==> src/rtl/i2cmba_pkg.sv <==
// Shared types and codes for the I2C master byte access unit.
package i2cmba_pkg;

    localparam int CFG_AW = 3;
    localparam int CFG_DW = 32;

    // register index, taken from paddr[2]
    localparam logic REG_DEVICE_ADDRESS = 1'b0;
    localparam logic REG_TEN_BIT_MODE   = 1'b1;

    localparam logic [1:0] MODE_TICK  = 2'd0;
    localparam logic [1:0] MODE_LOAD  = 2'd1;
    localparam logic [1:0] MODE_READ  = 2'd2;
    localparam logic [1:0] MODE_WRITE = 2'd3;

    typedef struct packed {
        logic [9:0] device_address;
        logic       ten_bit_mode;
    } t_cfg;

endpackage

==> src/rtl/i2cmba_if.sv <==
// Command and result channel interfaces of the I2C master byte access unit.
interface i2cmba_cmd_if;
    logic       valid;
    logic       ready;
    logic [1:0] mode;
    logic       sda_in;
    logic [7:0] start_offset;
    logic [4:0] transfer_length;
    logic [3:0] load_index;
    logic [7:0] load_byte;

    modport source (
        output valid, mode, sda_in, start_offset, transfer_length, load_index, load_byte,
        input  ready
    );
    modport sink (
        input  valid, mode, sda_in, start_offset, transfer_length, load_index, load_byte,
        output ready
    );
endinterface

interface i2cmba_res_if;
    logic       valid;
    logic       ready;
    logic       scl_out;
    logic       sda_out;
    logic       busy_res;
    logic       read_valid;
    logic [7:0] read_byte;
    logic [3:0] read_index;
    logic       done_res;
    logic       status;

    modport source (
        output valid, scl_out, sda_out, busy_res, read_valid, read_byte, read_index,
               done_res, status,
        input  ready
    );
    modport sink (
        input  valid, scl_out, sda_out, busy_res, read_valid, read_byte, read_index,
               done_res, status,
        output ready
    );
endinterface

==> src/rtl/i2cmba_ram.sv <==
// Generic single-port-write, registered-read RAM.
module i2cmba_ram #(
    parameter int WIDTH = 8,
    parameter int DEPTH = 16,
    parameter int AW    = (DEPTH > 1) ? $clog2(DEPTH) : 1
) (
    input  logic             i_clk,
    input  logic             i_we,
    input  logic [AW-1:0]    i_waddr,
    input  logic [WIDTH-1:0] i_wdata,
    input  logic [AW-1:0]    i_raddr,
    output logic [WIDTH-1:0] o_rdata
);

    logic [WIDTH-1:0] r_mem [DEPTH];
    logic [WIDTH-1:0] r_rdata;

    always_ff @(posedge i_clk) begin
        if (i_we) begin
            r_mem[i_waddr] <= i_wdata;
        end
        r_rdata <= r_mem[i_raddr];
    end

    assign o_rdata = r_rdata;

endmodule

==> src/rtl/i2cmba_apb.sv <==
// APB configuration registers: device address and 10-bit mode.
module i2cmba_apb (
    input  logic                          i_clk,
    input  logic                          i_rst_n,
    input  logic                          psel,
    input  logic                          penable,
    input  logic                          pwrite,
    input  logic [i2cmba_pkg::CFG_AW-1:0] paddr,
    input  logic [i2cmba_pkg::CFG_DW-1:0] pwdata,
    output logic [i2cmba_pkg::CFG_DW-1:0] prdata,
    output logic                          pready,
    output i2cmba_pkg::t_cfg              o_cfg
);
    import i2cmba_pkg::*;

    logic [9:0] r_device_address;
    logic       r_ten_bit_mode;
    logic       wr_en;
    logic       reg_idx;

    assign pready  = 1'b1;
    assign wr_en   = psel && penable && pwrite;
    assign reg_idx = paddr[2];

    always_ff @(posedge i_clk) begin
        if (!i_rst_n) begin
            r_device_address <= '0;
            r_ten_bit_mode   <= 1'b0;
        end else if (wr_en) begin
            unique case (reg_idx)
                REG_DEVICE_ADDRESS: r_device_address <= pwdata[9:0];
                REG_TEN_BIT_MODE:   r_ten_bit_mode   <= pwdata[0];
                default: ;
            endcase
        end
    end

    always_comb begin
        unique case (reg_idx)
            REG_DEVICE_ADDRESS: prdata = {22'd0, r_device_address};
            REG_TEN_BIT_MODE:   prdata = {31'd0, r_ten_bit_mode};
            default:            prdata = '0;
        endcase
    end

    assign o_cfg.device_address = r_device_address;
    assign o_cfg.ten_bit_mode   = r_ten_bit_mode;

endmodule

==> src/rtl/i2cmba_seq.sv <==
// Bus sequencer: one line step per tick word, write buffer access, result register.
module i2cmba_seq #(
    parameter int BUFFER_DEPTH = 16,
    parameter int BUF_AW       = (BUFFER_DEPTH > 1) ? $clog2(BUFFER_DEPTH) : 1
) (
    input  logic                i_clk,
    input  logic                i_rst_n,
    input  i2cmba_pkg::t_cfg    i_cfg,
    i2cmba_cmd_if.sink          i_cmd,
    i2cmba_res_if.source        o_res,
    output logic                o_buf_we,
    output logic [BUF_AW-1:0]   o_buf_waddr,
    output logic [7:0]          o_buf_wdata,
    output logic [BUF_AW-1:0]   o_buf_raddr,
    input  logic [7:0]          i_buf_rdata
);
    import i2cmba_pkg::*;

    localparam logic [2:0] PH_IDLE  = 3'd0;
    localparam logic [2:0] PH_START = 3'd1;
    localparam logic [2:0] PH_SEND  = 3'd2;
    localparam logic [2:0] PH_RECV  = 3'd3;
    localparam logic [2:0] PH_STOP  = 3'd4;

    localparam logic [2:0] ST_SELW = 3'd0;
    localparam logic [2:0] ST_WA1  = 3'd1;
    localparam logic [2:0] ST_WA2  = 3'd2;
    localparam logic [2:0] ST_OFF  = 3'd3;
    localparam logic [2:0] ST_DATA = 3'd4;
    localparam logic [2:0] ST_SELR = 3'd5;
    localparam logic [2:0] ST_RA1  = 3'd6;
    localparam logic [2:0] ST_RECV = 3'd7;

    localparam logic [BUF_AW-1:0] BUF_LAST = BUF_AW'(BUFFER_DEPTH - 1);

    logic [2:0]        r_phase, n_phase;
    logic [2:0]        r_stage, n_stage;
    logic [1:0]        r_sub, n_sub;
    logic [3:0]        r_bit_count, n_bit_count;
    logic [7:0]        r_shift, n_shift;
    logic [7:0]        r_offset, n_offset;
    logic [4:0]        r_remaining, n_remaining;
    logic [3:0]        r_byte_pos, n_byte_pos;
    logic [BUF_AW-1:0] r_buf_idx, n_buf_idx;
    logic              r_scl, n_scl;
    logic              r_sda, n_sda;
    logic              r_reading, n_reading;
    logic              r_failed, n_failed;

    logic              r_out_valid;
    logic              r_out_scl, r_out_sda, r_out_busy, r_out_rvalid, r_out_done;
    logic              r_out_status;
    logic [7:0]        r_out_rbyte;
    logic [3:0]        r_out_rindex;

    logic              accept;
    logic              busy;
    logic              idx_ok;
    logic [8:0]        load_idx_ext;
    logic              rvalid, done;
    logic [7:0]        rbyte;
    logic [3:0]        rindex;
    logic              pd_req, pd_nack;
    logic              p_send, p_start, p_stop, p_recv, p_after_sel;
    logic [2:0]        p_stage;
    logic [7:0]        p_val;

    function automatic logic [7:0] first_addr(input t_cfg cfg, input logic dir);
        if (cfg.ten_bit_mode) begin
            first_addr = {5'b11110, cfg.device_address[9:8], dir};
        end else begin
            first_addr = {cfg.device_address[6:0], dir};
        end
    endfunction

    assign i_cmd.ready = !r_out_valid || o_res.ready;
    assign accept      = i_cmd.valid && i_cmd.ready;
    assign busy        = (r_phase != PH_IDLE);

    assign load_idx_ext = {5'd0, i_cmd.load_index};
    assign idx_ok       = (load_idx_ext < 9'(BUFFER_DEPTH));

    assign o_buf_we    = accept && !busy && (i_cmd.mode == MODE_LOAD) && idx_ok;
    assign o_buf_waddr = load_idx_ext[BUF_AW-1:0];
    assign o_buf_wdata = i_cmd.load_byte;
    // read the current slot every cycle; it settles long before the offset ack needs it
    assign o_buf_raddr = r_buf_idx;

    always_comb begin
        n_phase     = r_phase;
        n_stage     = r_stage;
        n_sub       = r_sub;
        n_bit_count = r_bit_count;
        n_shift     = r_shift;
        n_offset    = r_offset;
        n_remaining = r_remaining;
        n_byte_pos  = r_byte_pos;
        n_buf_idx   = r_buf_idx;
        n_scl       = r_scl;
        n_sda       = r_sda;
        n_reading   = r_reading;
        n_failed    = r_failed;
        rvalid      = 1'b0;
        done        = 1'b0;
        rbyte       = 8'd0;
        rindex      = 4'd0;
        pd_req      = 1'b0;
        pd_nack     = 1'b0;
        p_send      = 1'b0;
        p_start     = 1'b0;
        p_stop      = 1'b0;
        p_recv      = 1'b0;
        p_after_sel = 1'b0;
        p_stage     = ST_SELW;
        p_val       = 8'd0;

        if (!busy) begin
            if (i_cmd.mode == MODE_READ || i_cmd.mode == MODE_WRITE) begin
                n_reading   = (i_cmd.mode == MODE_READ);
                n_offset    = i_cmd.start_offset;
                n_remaining = i_cmd.transfer_length;
                n_byte_pos  = 4'd0;
                n_buf_idx   = '0;
                n_failed    = 1'b0;
                n_stage     = ST_SELW;
                n_phase     = PH_START;
                n_sub       = 2'd0;
            end
        end else if (i_cmd.mode == MODE_TICK) begin
            unique case (r_phase)
                PH_START: begin
                    unique case (r_sub)
                        2'd0:    n_scl = 1'b1;
                        2'd1:    n_sda = 1'b0;
                        2'd2:    n_scl = 1'b0;
                        default: n_sda = 1'b1;
                    endcase
                    if (r_sub == 2'd3) begin
                        pd_req = 1'b1;
                    end else begin
                        n_sub = r_sub + 2'd1;
                    end
                end
                PH_SEND: begin
                    if (!r_bit_count[3]) begin
                        unique case (r_sub)
                            2'd0:    n_sda = r_shift[7];
                            2'd1:    n_scl = 1'b1;
                            2'd2:    n_scl = 1'b0;
                            default: n_sda = 1'b1;
                        endcase
                        if (r_sub == 2'd3) begin
                            n_sub       = 2'd0;
                            n_shift     = {r_shift[6:0], 1'b0};
                            n_bit_count = r_bit_count + 4'd1;
                        end else begin
                            n_sub = r_sub + 2'd1;
                        end
                    end else if (r_sub == 2'd0) begin
                        // ack slot: sample the target's answer on the rising clock
                        n_scl    = 1'b1;
                        n_failed = i_cmd.sda_in;
                        n_sub    = 2'd1;
                    end else begin
                        n_scl   = 1'b0;
                        pd_req  = 1'b1;
                        pd_nack = r_failed;
                    end
                end
                PH_RECV: begin
                    if (!r_bit_count[3]) begin
                        if (r_sub == 2'd0) begin
                            n_scl   = 1'b1;
                            n_shift = {r_shift[6:0], i_cmd.sda_in};
                            if (r_bit_count == 4'd7) begin
                                rvalid = 1'b1;
                                rbyte  = n_shift;
                                rindex = r_byte_pos;
                            end
                            n_sub = 2'd1;
                        end else begin
                            n_scl       = 1'b0;
                            n_sub       = 2'd0;
                            n_bit_count = r_bit_count + 4'd1;
                        end
                    end else begin
                        // master NACK
                        unique case (r_sub)
                            2'd0:    n_sda = 1'b1;
                            2'd1:    n_scl = 1'b1;
                            2'd2:    n_scl = 1'b0;
                            default: n_sda = 1'b1;
                        endcase
                        if (r_sub == 2'd3) begin
                            pd_req = 1'b1;
                        end else begin
                            n_sub = r_sub + 2'd1;
                        end
                    end
                end
                PH_STOP: begin
                    unique case (r_sub)
                        2'd0:    n_sda = 1'b0;
                        2'd1:    n_scl = 1'b1;
                        default: n_sda = 1'b1;
                    endcase
                    if (r_sub == 2'd2) begin
                        n_phase = PH_IDLE;
                        n_sub   = 2'd0;
                        done    = 1'b1;
                    end else begin
                        n_sub = r_sub + 2'd1;
                    end
                end
                default: ;
            endcase
        end

        // end of one bus primitive: choose the next one
        if (pd_req) begin
            if (pd_nack) begin
                n_failed = 1'b1;
                p_stop   = 1'b1;
            end else begin
                unique case (r_stage)
                    ST_SELW: begin
                        p_send  = 1'b1;
                        p_stage = ST_WA1;
                        p_val   = first_addr(i_cfg, 1'b0);
                    end
                    ST_WA1: begin
                        if (i_cfg.ten_bit_mode) begin
                            p_send  = 1'b1;
                            p_stage = ST_WA2;
                            p_val   = i_cfg.device_address[7:0];
                        end else begin
                            p_after_sel = 1'b1;
                        end
                    end
                    ST_WA2: p_after_sel = 1'b1;
                    ST_OFF: begin
                        if (r_reading) begin
                            p_start = 1'b1;
                            p_stage = ST_SELR;
                        end else begin
                            p_send  = 1'b1;
                            p_stage = ST_DATA;
                            p_val   = i_buf_rdata;
                        end
                    end
                    ST_DATA, ST_RECV: begin
                        n_byte_pos = r_byte_pos + 4'd1;
                        if (r_byte_pos == 4'd15 || r_buf_idx == BUF_LAST) begin
                            n_buf_idx = '0;
                        end else begin
                            n_buf_idx = r_buf_idx + BUF_AW'(1);
                        end
                        p_start = 1'b1;
                        p_stage = ST_SELW;
                    end
                    ST_SELR: begin
                        p_send  = 1'b1;
                        p_stage = ST_RA1;
                        p_val   = first_addr(i_cfg, 1'b1);
                    end
                    default: p_recv = 1'b1;
                endcase
                if (p_after_sel) begin
                    if (r_remaining == 5'd0) begin
                        p_stop = 1'b1;
                    end else begin
                        n_remaining = r_remaining - 5'd1;
                        n_offset    = r_offset + 8'd1;
                        p_send      = 1'b1;
                        p_stage     = ST_OFF;
                        p_val       = r_offset;
                    end
                end
            end
        end

        if (p_send) begin
            n_phase     = PH_SEND;
            n_stage     = p_stage;
            n_sub       = 2'd0;
            n_bit_count = 4'd0;
            n_shift     = p_val;
        end
        if (p_start) begin
            n_phase = PH_START;
            n_stage = p_stage;
            n_sub   = 2'd0;
        end
        if (p_stop) begin
            n_phase = PH_STOP;
            n_sub   = 2'd0;
        end
        if (p_recv) begin
            n_phase     = PH_RECV;
            n_stage     = ST_RECV;
            n_sub       = 2'd0;
            n_bit_count = 4'd0;
            n_shift     = 8'd0;
        end
    end

    always_ff @(posedge i_clk) begin
        if (!i_rst_n) begin
            r_phase     <= PH_IDLE;
            r_stage     <= ST_SELW;
            r_sub       <= 2'd0;
            r_bit_count <= 4'd0;
            r_shift     <= 8'd0;
            r_offset    <= 8'd0;
            r_remaining <= 5'd0;
            r_byte_pos  <= 4'd0;
            r_buf_idx   <= '0;
            r_scl       <= 1'b1;
            r_sda       <= 1'b1;
            r_reading   <= 1'b0;
            r_failed    <= 1'b0;
            r_out_valid <= 1'b0;
        end else begin
            if (accept) begin
                r_phase     <= n_phase;
                r_stage     <= n_stage;
                r_sub       <= n_sub;
                r_bit_count <= n_bit_count;
                r_shift     <= n_shift;
                r_offset    <= n_offset;
                r_remaining <= n_remaining;
                r_byte_pos  <= n_byte_pos;
                r_buf_idx   <= n_buf_idx;
                r_scl       <= n_scl;
                r_sda       <= n_sda;
                r_reading   <= n_reading;
                r_failed    <= n_failed;
                r_out_valid <= 1'b1;
            end else if (o_res.ready) begin
                r_out_valid <= 1'b0;
            end
        end
    end

    // result word payload
    always_ff @(posedge i_clk) begin
        if (accept) begin
            r_out_scl    <= n_scl;
            r_out_sda    <= n_sda;
            r_out_busy   <= (n_phase != PH_IDLE);
            r_out_rvalid <= rvalid;
            r_out_rbyte  <= rbyte;
            r_out_rindex <= rindex;
            r_out_done   <= done;
            r_out_status <= done && n_failed;
        end
    end

    assign o_res.valid      = r_out_valid;
    assign o_res.scl_out    = r_out_scl;
    assign o_res.sda_out    = r_out_sda;
    assign o_res.busy_res   = r_out_busy;
    assign o_res.read_valid = r_out_rvalid;
    assign o_res.read_byte  = r_out_rbyte;
    assign o_res.read_index = r_out_rindex;
    assign o_res.done_res   = r_out_done;
    assign o_res.status     = r_out_status;

    a_one_line_change: assert property (@(posedge i_clk) disable iff (!i_rst_n)
        accept |=> ($countones({r_scl, r_sda} ^ $past({r_scl, r_sda})) <= 1))
        else $error("both bus lines changed on one word");

    a_done_idle: assert property (@(posedge i_clk) disable iff (!i_rst_n)
        (r_out_valid && r_out_done) |-> (r_phase == PH_IDLE && !r_out_busy))
        else $error("done reported while a transfer is still running");

    a_rvalid_recv: assert property (@(posedge i_clk) disable iff (!i_rst_n)
        (r_out_valid && r_out_rvalid) |-> (r_phase == PH_RECV && r_stage == ST_RECV))
        else $error("received byte presented outside the receive phase");

    a_bit_count_range: assert property (@(posedge i_clk) disable iff (!i_rst_n)
        r_bit_count <= 4'd8)
        else $error("bit counter past eight");

    a_buf_write_idle: assert property (@(posedge i_clk) disable iff (!i_rst_n)
        o_buf_we |=> ($past(r_phase) == PH_IDLE && r_phase == PH_IDLE))
        else $error("write buffer loaded during a transfer");

endmodule

==> src/rtl/i2c_master_byte_access_unit.sv <==
// I2C master byte access unit: top level with configuration port, sequencer and write buffer.
//
// The unit drives SCL and SDA levels of an I2C bus, one line change per tick word on the
// command channel, and runs random-access reads and writes of up to 31 bytes from a start
// offset, each byte as its own addressed exchange, with 7-bit or 10-bit addressing set
// through the APB registers (device_address at 0x0, ten_bit_mode at 0x4). Every command
// word yields exactly one result word; a new word is taken every cycle while the result
// register is free or being drained, so the throughput is one word per clock. Write data
// is loaded into a BUFFER_DEPTH-entry RAM with a registered read port; the sequencer reads
// the current slot every cycle, so no clearing pass or stall is needed. Configure only
// while the unit is idle.
module i2c_master_byte_access_unit #(
    parameter int BUFFER_DEPTH = 16
) (
    input  logic                          i_clk,
    input  logic                          i_rst_n,
    input  logic                          psel,
    input  logic                          penable,
    input  logic                          pwrite,
    input  logic [i2cmba_pkg::CFG_AW-1:0] paddr,
    input  logic [i2cmba_pkg::CFG_DW-1:0] pwdata,
    output logic [i2cmba_pkg::CFG_DW-1:0] prdata,
    output logic                          pready,
    i2cmba_cmd_if.sink                    i_cmd,
    i2cmba_res_if.source                  o_res
);
    import i2cmba_pkg::*;

    localparam int BUF_AW = (BUFFER_DEPTH > 1) ? $clog2(BUFFER_DEPTH) : 1;

    t_cfg              cfg;
    logic              buf_we;
    logic [BUF_AW-1:0] buf_waddr;
    logic [7:0]        buf_wdata;
    logic [BUF_AW-1:0] buf_raddr;
    logic [7:0]        buf_rdata;

    i2cmba_apb u_apb (
        .i_clk   (i_clk),
        .i_rst_n (i_rst_n),
        .psel    (psel),
        .penable (penable),
        .pwrite  (pwrite),
        .paddr   (paddr),
        .pwdata  (pwdata),
        .prdata  (prdata),
        .pready  (pready),
        .o_cfg   (cfg)
    );

    i2cmba_ram #(
        .WIDTH (8),
        .DEPTH (BUFFER_DEPTH),
        .AW    (BUF_AW)
    ) u_buf (
        .i_clk   (i_clk),
        .i_we    (buf_we),
        .i_waddr (buf_waddr),
        .i_wdata (buf_wdata),
        .i_raddr (buf_raddr),
        .o_rdata (buf_rdata)
    );

    i2cmba_seq #(
        .BUFFER_DEPTH (BUFFER_DEPTH),
        .BUF_AW       (BUF_AW)
    ) u_seq (
        .i_clk       (i_clk),
        .i_rst_n     (i_rst_n),
        .i_cfg       (cfg),
        .i_cmd       (i_cmd),
        .o_res       (o_res),
        .o_buf_we    (buf_we),
        .o_buf_waddr (buf_waddr),
        .o_buf_wdata (buf_wdata),
        .o_buf_raddr (buf_raddr),
        .i_buf_rdata (buf_rdata)
    );

endmodule

==> src/flat_wrapper.sv <==
// flat-port wrapper written by rule: the top's interface ports become plain ports
module i2c_master_byte_access_unit_flat import i2cmba_pkg::*;
#(
    parameter int BUFFER_DEPTH = 16
)
  (i_clk, i_rst_n, psel, penable, pwrite, paddr, pwdata, prdata, pready, i_cmd_valid, i_cmd_mode, i_cmd_sda_in, i_cmd_start_offset, i_cmd_transfer_length, i_cmd_load_index, i_cmd_load_byte, i_cmd_ready, o_res_valid, o_res_scl_out, o_res_sda_out, o_res_busy_res, o_res_read_valid, o_res_read_byte, o_res_read_index, o_res_done_res, o_res_status, o_res_ready);
  i2cmba_cmd_if i_cmd_i ();
  i2cmba_res_if o_res_i ();
  input  logic i_clk;
  input  logic i_rst_n;
  input  logic psel;
  input  logic penable;
  input  logic pwrite;
  input  logic [i2cmba_pkg::CFG_AW-1:0] paddr;
  input  logic [i2cmba_pkg::CFG_DW-1:0] pwdata;
  output logic [i2cmba_pkg::CFG_DW-1:0] prdata;
  output logic pready;
  input wire logic [$bits(i_cmd_i.valid)-1:0] i_cmd_valid;
  input wire logic [$bits(i_cmd_i.mode)-1:0] i_cmd_mode;
  input wire logic [$bits(i_cmd_i.sda_in)-1:0] i_cmd_sda_in;
  input wire logic [$bits(i_cmd_i.start_offset)-1:0] i_cmd_start_offset;
  input wire logic [$bits(i_cmd_i.transfer_length)-1:0] i_cmd_transfer_length;
  input wire logic [$bits(i_cmd_i.load_index)-1:0] i_cmd_load_index;
  input wire logic [$bits(i_cmd_i.load_byte)-1:0] i_cmd_load_byte;
  output wire logic [$bits(i_cmd_i.ready)-1:0] i_cmd_ready;
  output wire logic [$bits(o_res_i.valid)-1:0] o_res_valid;
  output wire logic [$bits(o_res_i.scl_out)-1:0] o_res_scl_out;
  output wire logic [$bits(o_res_i.sda_out)-1:0] o_res_sda_out;
  output wire logic [$bits(o_res_i.busy_res)-1:0] o_res_busy_res;
  output wire logic [$bits(o_res_i.read_valid)-1:0] o_res_read_valid;
  output wire logic [$bits(o_res_i.read_byte)-1:0] o_res_read_byte;
  output wire logic [$bits(o_res_i.read_index)-1:0] o_res_read_index;
  output wire logic [$bits(o_res_i.done_res)-1:0] o_res_done_res;
  output wire logic [$bits(o_res_i.status)-1:0] o_res_status;
  input wire logic [$bits(o_res_i.ready)-1:0] o_res_ready;
  assign i_cmd_i.valid = i_cmd_valid;
  assign i_cmd_i.mode = i_cmd_mode;
  assign i_cmd_i.sda_in = i_cmd_sda_in;
  assign i_cmd_i.start_offset = i_cmd_start_offset;
  assign i_cmd_i.transfer_length = i_cmd_transfer_length;
  assign i_cmd_i.load_index = i_cmd_load_index;
  assign i_cmd_i.load_byte = i_cmd_load_byte;
  assign i_cmd_ready = i_cmd_i.ready;
  assign o_res_valid = o_res_i.valid;
  assign o_res_scl_out = o_res_i.scl_out;
  assign o_res_sda_out = o_res_i.sda_out;
  assign o_res_busy_res = o_res_i.busy_res;
  assign o_res_read_valid = o_res_i.read_valid;
  assign o_res_read_byte = o_res_i.read_byte;
  assign o_res_read_index = o_res_i.read_index;
  assign o_res_done_res = o_res_i.done_res;
  assign o_res_status = o_res_i.status;
  assign o_res_i.ready = o_res_ready;
  i2c_master_byte_access_unit #(.BUFFER_DEPTH(BUFFER_DEPTH)) u_core (.i_clk(i_clk), .i_rst_n(i_rst_n), .psel(psel), .penable(penable), .pwrite(pwrite), .paddr(paddr), .pwdata(pwdata), .prdata(prdata), .pready(pready), .i_cmd(i_cmd_i), .o_res(o_res_i));
endmodule
==> config.mk <==
export PLATFORM = sky130hd
export DESIGN_NAME = i2c_master_byte_access_unit_flat
export DESIGN_NICKNAME = d
export VERILOG_FILES = /design/src/rtl/i2cmba_pkg.sv /design/src/rtl/i2cmba_if.sv /design/src/rtl/i2cmba_ram.sv /design/src/rtl/i2cmba_apb.sv /design/src/rtl/i2cmba_seq.sv /design/src/rtl/i2c_master_byte_access_unit.sv /design/src/flat_wrapper.sv
export SDC_FILE = /design/constraint.sdc
export NUM_CORES = 1
export LEC_CHECK = 0
export ABC_AREA = 0
export BUFFER_PORTS_ARGS = -buffer_cell sky130_fd_sc_hd__buf_2
export CORE_ASPECT_RATIO = 0.75
export CORE_MARGIN = 2
export CORE_UTILIZATION = 45
export CTS_CLUSTER_DIAMETER = 150
export DETAILED_ROUTE_END_ITERATION = 16
export HOLD_SLACK_MARGIN = 0.1
export PLACE_DENSITY = 0.73
export SLEW_MARGIN = 10
export SYNTH_ARGS = -nofsm -noshare
export SYNTH_HDL_FRONTEND = slang
export SYNTH_SLANG_ARGS = --single-unit
==> constraint.sdc <==
create_clock -name i_clk -period 4.8 [get_ports i_clk]
set_input_delay 0.24 -clock i_clk [delete_from_list [all_inputs] [get_ports i_clk]]
set_output_delay 0.24 -clock i_clk [all_outputs]
set_load 0.05 [all_outputs]
==> key figures <==
CTS
  – Worst-skew pair later-pin latency: 0.52 ns
  – Clk sinks: 211
  – CTS H-tree depth: 1
  – Resized Gates After CTS: 0
  – CTS tree: done
  – Clock root buffer: clkbuf_16
  – Number of buffers created by CTS: 23
  – Worst-path clk slew: 0.06 ns
  – CTS max path bufs: 3

Synthesis
  – Ys flop type: edfxtp_1
  – Syn Area/Cell: 12.3 sq um
  – Sequential fraction of the synthesis area: 57.8%
  – Synth unique cells: 73
  – Cells after synthesis: 801
  – Synth warn: 0
  – Synth Cell Area: 9840 sq um
  – Asr flop ratio synth: 0%
  – Post-synth EDFFs: 146
  – #FFs+latches synth: 211

Worst setup path
  – CP Cell Sequence: or3_1 -> nor2_1 -> nand3_1 -> nor2_1 -> nand2_1 -> nor3_1
  – CP max stage cell: nor3_1
  – Startpoint types: register
  – R2R depth: 6
  – Arrival @ worst endpoint: 3.29 ns
  – CP most frequent cell: nor2_1
  – Critical path required time: 4.93 ns
  – Worst path top cell family by delay: simple AND/OR/NAND/NOR gates
  – Worst path max stage delay: 0.94 ns
  – Crit path kind: register to register
  – Worst path bufs/invs: 0
  – Crit path max fanout: 17
  – Crit. End Element: register
  – Levels on crit path: 6

Hold path
  – Hold path cells: 5
  – Worst min path class: input pin to register

Placed design
  – Placement Cell Area: 10400 sq um
  – Routability cong.: 0.900
  – Hpwl dp: 15100 microns
  – Input/output buffers: 75

Power and ir drop
  – Worst vdd ir: 0.248 mV
  – Pwr dens: 358 nW/um^2
  – Total chip power: 4.07 mW
  – Leakage: 3.91 nW

Detailed routing
  – DRT antenna net count: 0
  – DRC: 0
  – Pre-Repair DR Iteration Count: 5
  – Drt initial violations: 727
  – Vias: 6811
  – Final wirelength: 23000 microns
  – Via density: 5.73
  – DR WL/cell: 19.3 microns

Timing
  – Setup violators final: 0
  – Slew HR: 18.4%
  – Maximum clock rate: 316 MHz
  – Total Neg Setup Slack: 0 ns
  – Final hold vios: 0
  – Final Slew Violations: 0
  – Shortest period the worst path allows: 3.16 ns
  – RSZ-0062 raised after global routing: no
  – Fin crit share: 65.8%
  – Worst-margin pin slew: 1.22 ns
  – Clock skew: 0.0218 ns

Flow run
  – Number of max-cap violations: 0

Global route
  – First-pass GRT wire length: 35800 microns
  – Initial antenna violation count: 0
  – Largest net degree at the start of global routing: 48
  – Overall Global Routing Usage: 19.6%
  – Vias in the first global route: 6320
  – GRT overflow: 0

Floorplanning
  – Initial Utilization: 46.2%
  – Core area: 21300 sq um
  – Die Footprint: 23100 sq um
  – Die X: 175 microns
  – Num ports: 123
  – DIE HEIGHT: 132 microns
  – Standard-cell rows: 46

Outcome
  – Status: complete, no violations

Cells and area
  – Layout Nets: 965
  – Layout cells sized above 1: 20.9%
  – Diode count: 0
  – Design area: 11400 sq um
  – Area Overhead vs Synth: 15.6%
[power breakdown]
part           switching (mW)  internal, mW
combinational           0.196        0.0742
clock                   0.722          1.09
sequential             0.0197          1.97
[state kept, by name (all words and copies together) (netlist names), 2 cells and up]
register,cells
u_core.u_seq.r_stage,3
u_core.u_seq.o_buf_raddr,4
u_core.u_seq.r_sub,2
u_core.u_seq.o_res.read_index,4
u_core.u_seq.r_offset,8
u_core.u_seq.r_remaining,5
u_core.u_buf.r_mem,128
u_core.u_seq.r_bit_count,4
u_core.u_seq.r_shift,8
u_core.u_apb.r_device_address,10
u_core.u_seq.r_phase,3
u_core.u_buf.o_rdata,8
u_core.u_seq.r_byte_pos,4
u_core.u_seq.o_res.read_byte,8
[stage by stage]
| step | setup slack (ns) | hold slack (ns) | util [%] | cells |
|---|---|---|---|---|
| after floorplan | 1.98 | 0.339 | - | 822 |
| after global placement | 1.67 | 0.465 | 48.7 | 1126 |
| after detailed placement | 1.59 | 0.469 | 48.7 | 1126 |
| after CTS | 1.50 | 0.100 | 53.4 | 1188 |
| after global routing | 1.46 | 0.125 | 53.4 | 1188 |
| final | 1.64 | 0.113 | 53.4 | 1188 |
[worst reg2reg max path, cell delays in order, from the launching register on]
cell	delay, ns
dfxtp_1	0.48
or3_1	0.59
nor2_1	0.21
nand3_1	0.28
nor2_1	0.17
nand2_1	0.12
nor3_1	0.94
[layout make-up]
class                   count  area, sq um
flip-flops and latches    211         5690
well taps                 288          360
fillers                  1789         9920
inverters                  14         52.6
multi-input cells         524         3790
clock inverters            11          134
repair buffers            109          681
clock buffers              31          666
[final timing paths]
kind | startpoint | end | slack [ns]
worst min register to register | u_core.u_apb.r_device_address[8] | u_core.u_apb.r_device_address[8] | 0.48
worst min-delay path | i_cmd_start_offset[0] | u_core.u_seq.r_offset[0] | 0.11
worst max-delay path | u_core.u_seq.r_phase[2] | u_core.u_buf.r_mem[12][5] | 1.64
worst max register to register | u_core.u_seq.r_phase[2] | u_core.u_buf.r_mem[12][5] | 1.64
[cells by family after synthesis]
family	Yosys count	share of synthesized area [%]
fa+ha+maj	12	1.53
compound gates	163	11.4
other cells	2	0.0763
buf+inv	87	4.55
flops	211	57.8
simple gates	265	13.4
xor+xnor	7	0.623
mux	54	10.7
[routing by layer]
layer	vias up	part of all wire, %	global-route usage, %
met5	-	0	0
met4	0	2.3	5.37
met3	35	8.5	3.20
met2	311	44	29.2
met1	3289	45	29.9
li1	3176	-	-
[cell usage after synthesis (8+ instances only)]
cell type	instances	area, sq um
dfxtp_1	65	1300
edfxtp_1	146	4380
nand3_1	28	140
ha_1	12	150
o22ai_1	14	87.6
mux2i_1	8	80.1
buf_4	23	173
buf_2	10	50.1
a21oi_1	51	255
inv_1	13	48.8
clkbuf_1	33	124
mux4_2	40	901
nor3_1	27	135
o21ai_0	31	155
nand2_1	70	263
nor2_1	62	233
nor2b_1	17	106
and2_1	14	87.6
nand2b_1	11	68.8
[placed cells by master, fill, tap and decap left out, drive strengths merged, types with 17 or more instances in the layout]
cell and n:
edfxtp 146, buf 89, nand2 70, dfxtp 65, nor2 62, a21oi 52
mux4 40, o21ai 33, clkbuf 31, nand3 29, nor3 27, conb 23
dlygate4sd3 20, nor2b 17
[repair_timing]
| item | 4_1_cts | 5_1_grt |
|---|---|---|
| hold buffers | 20 | 0 |
| hold endpoints to repair | 20 | 0 |
| setup buffers | 0 | 0 |
Note: power is estimated with default switching activity, not from simulation.
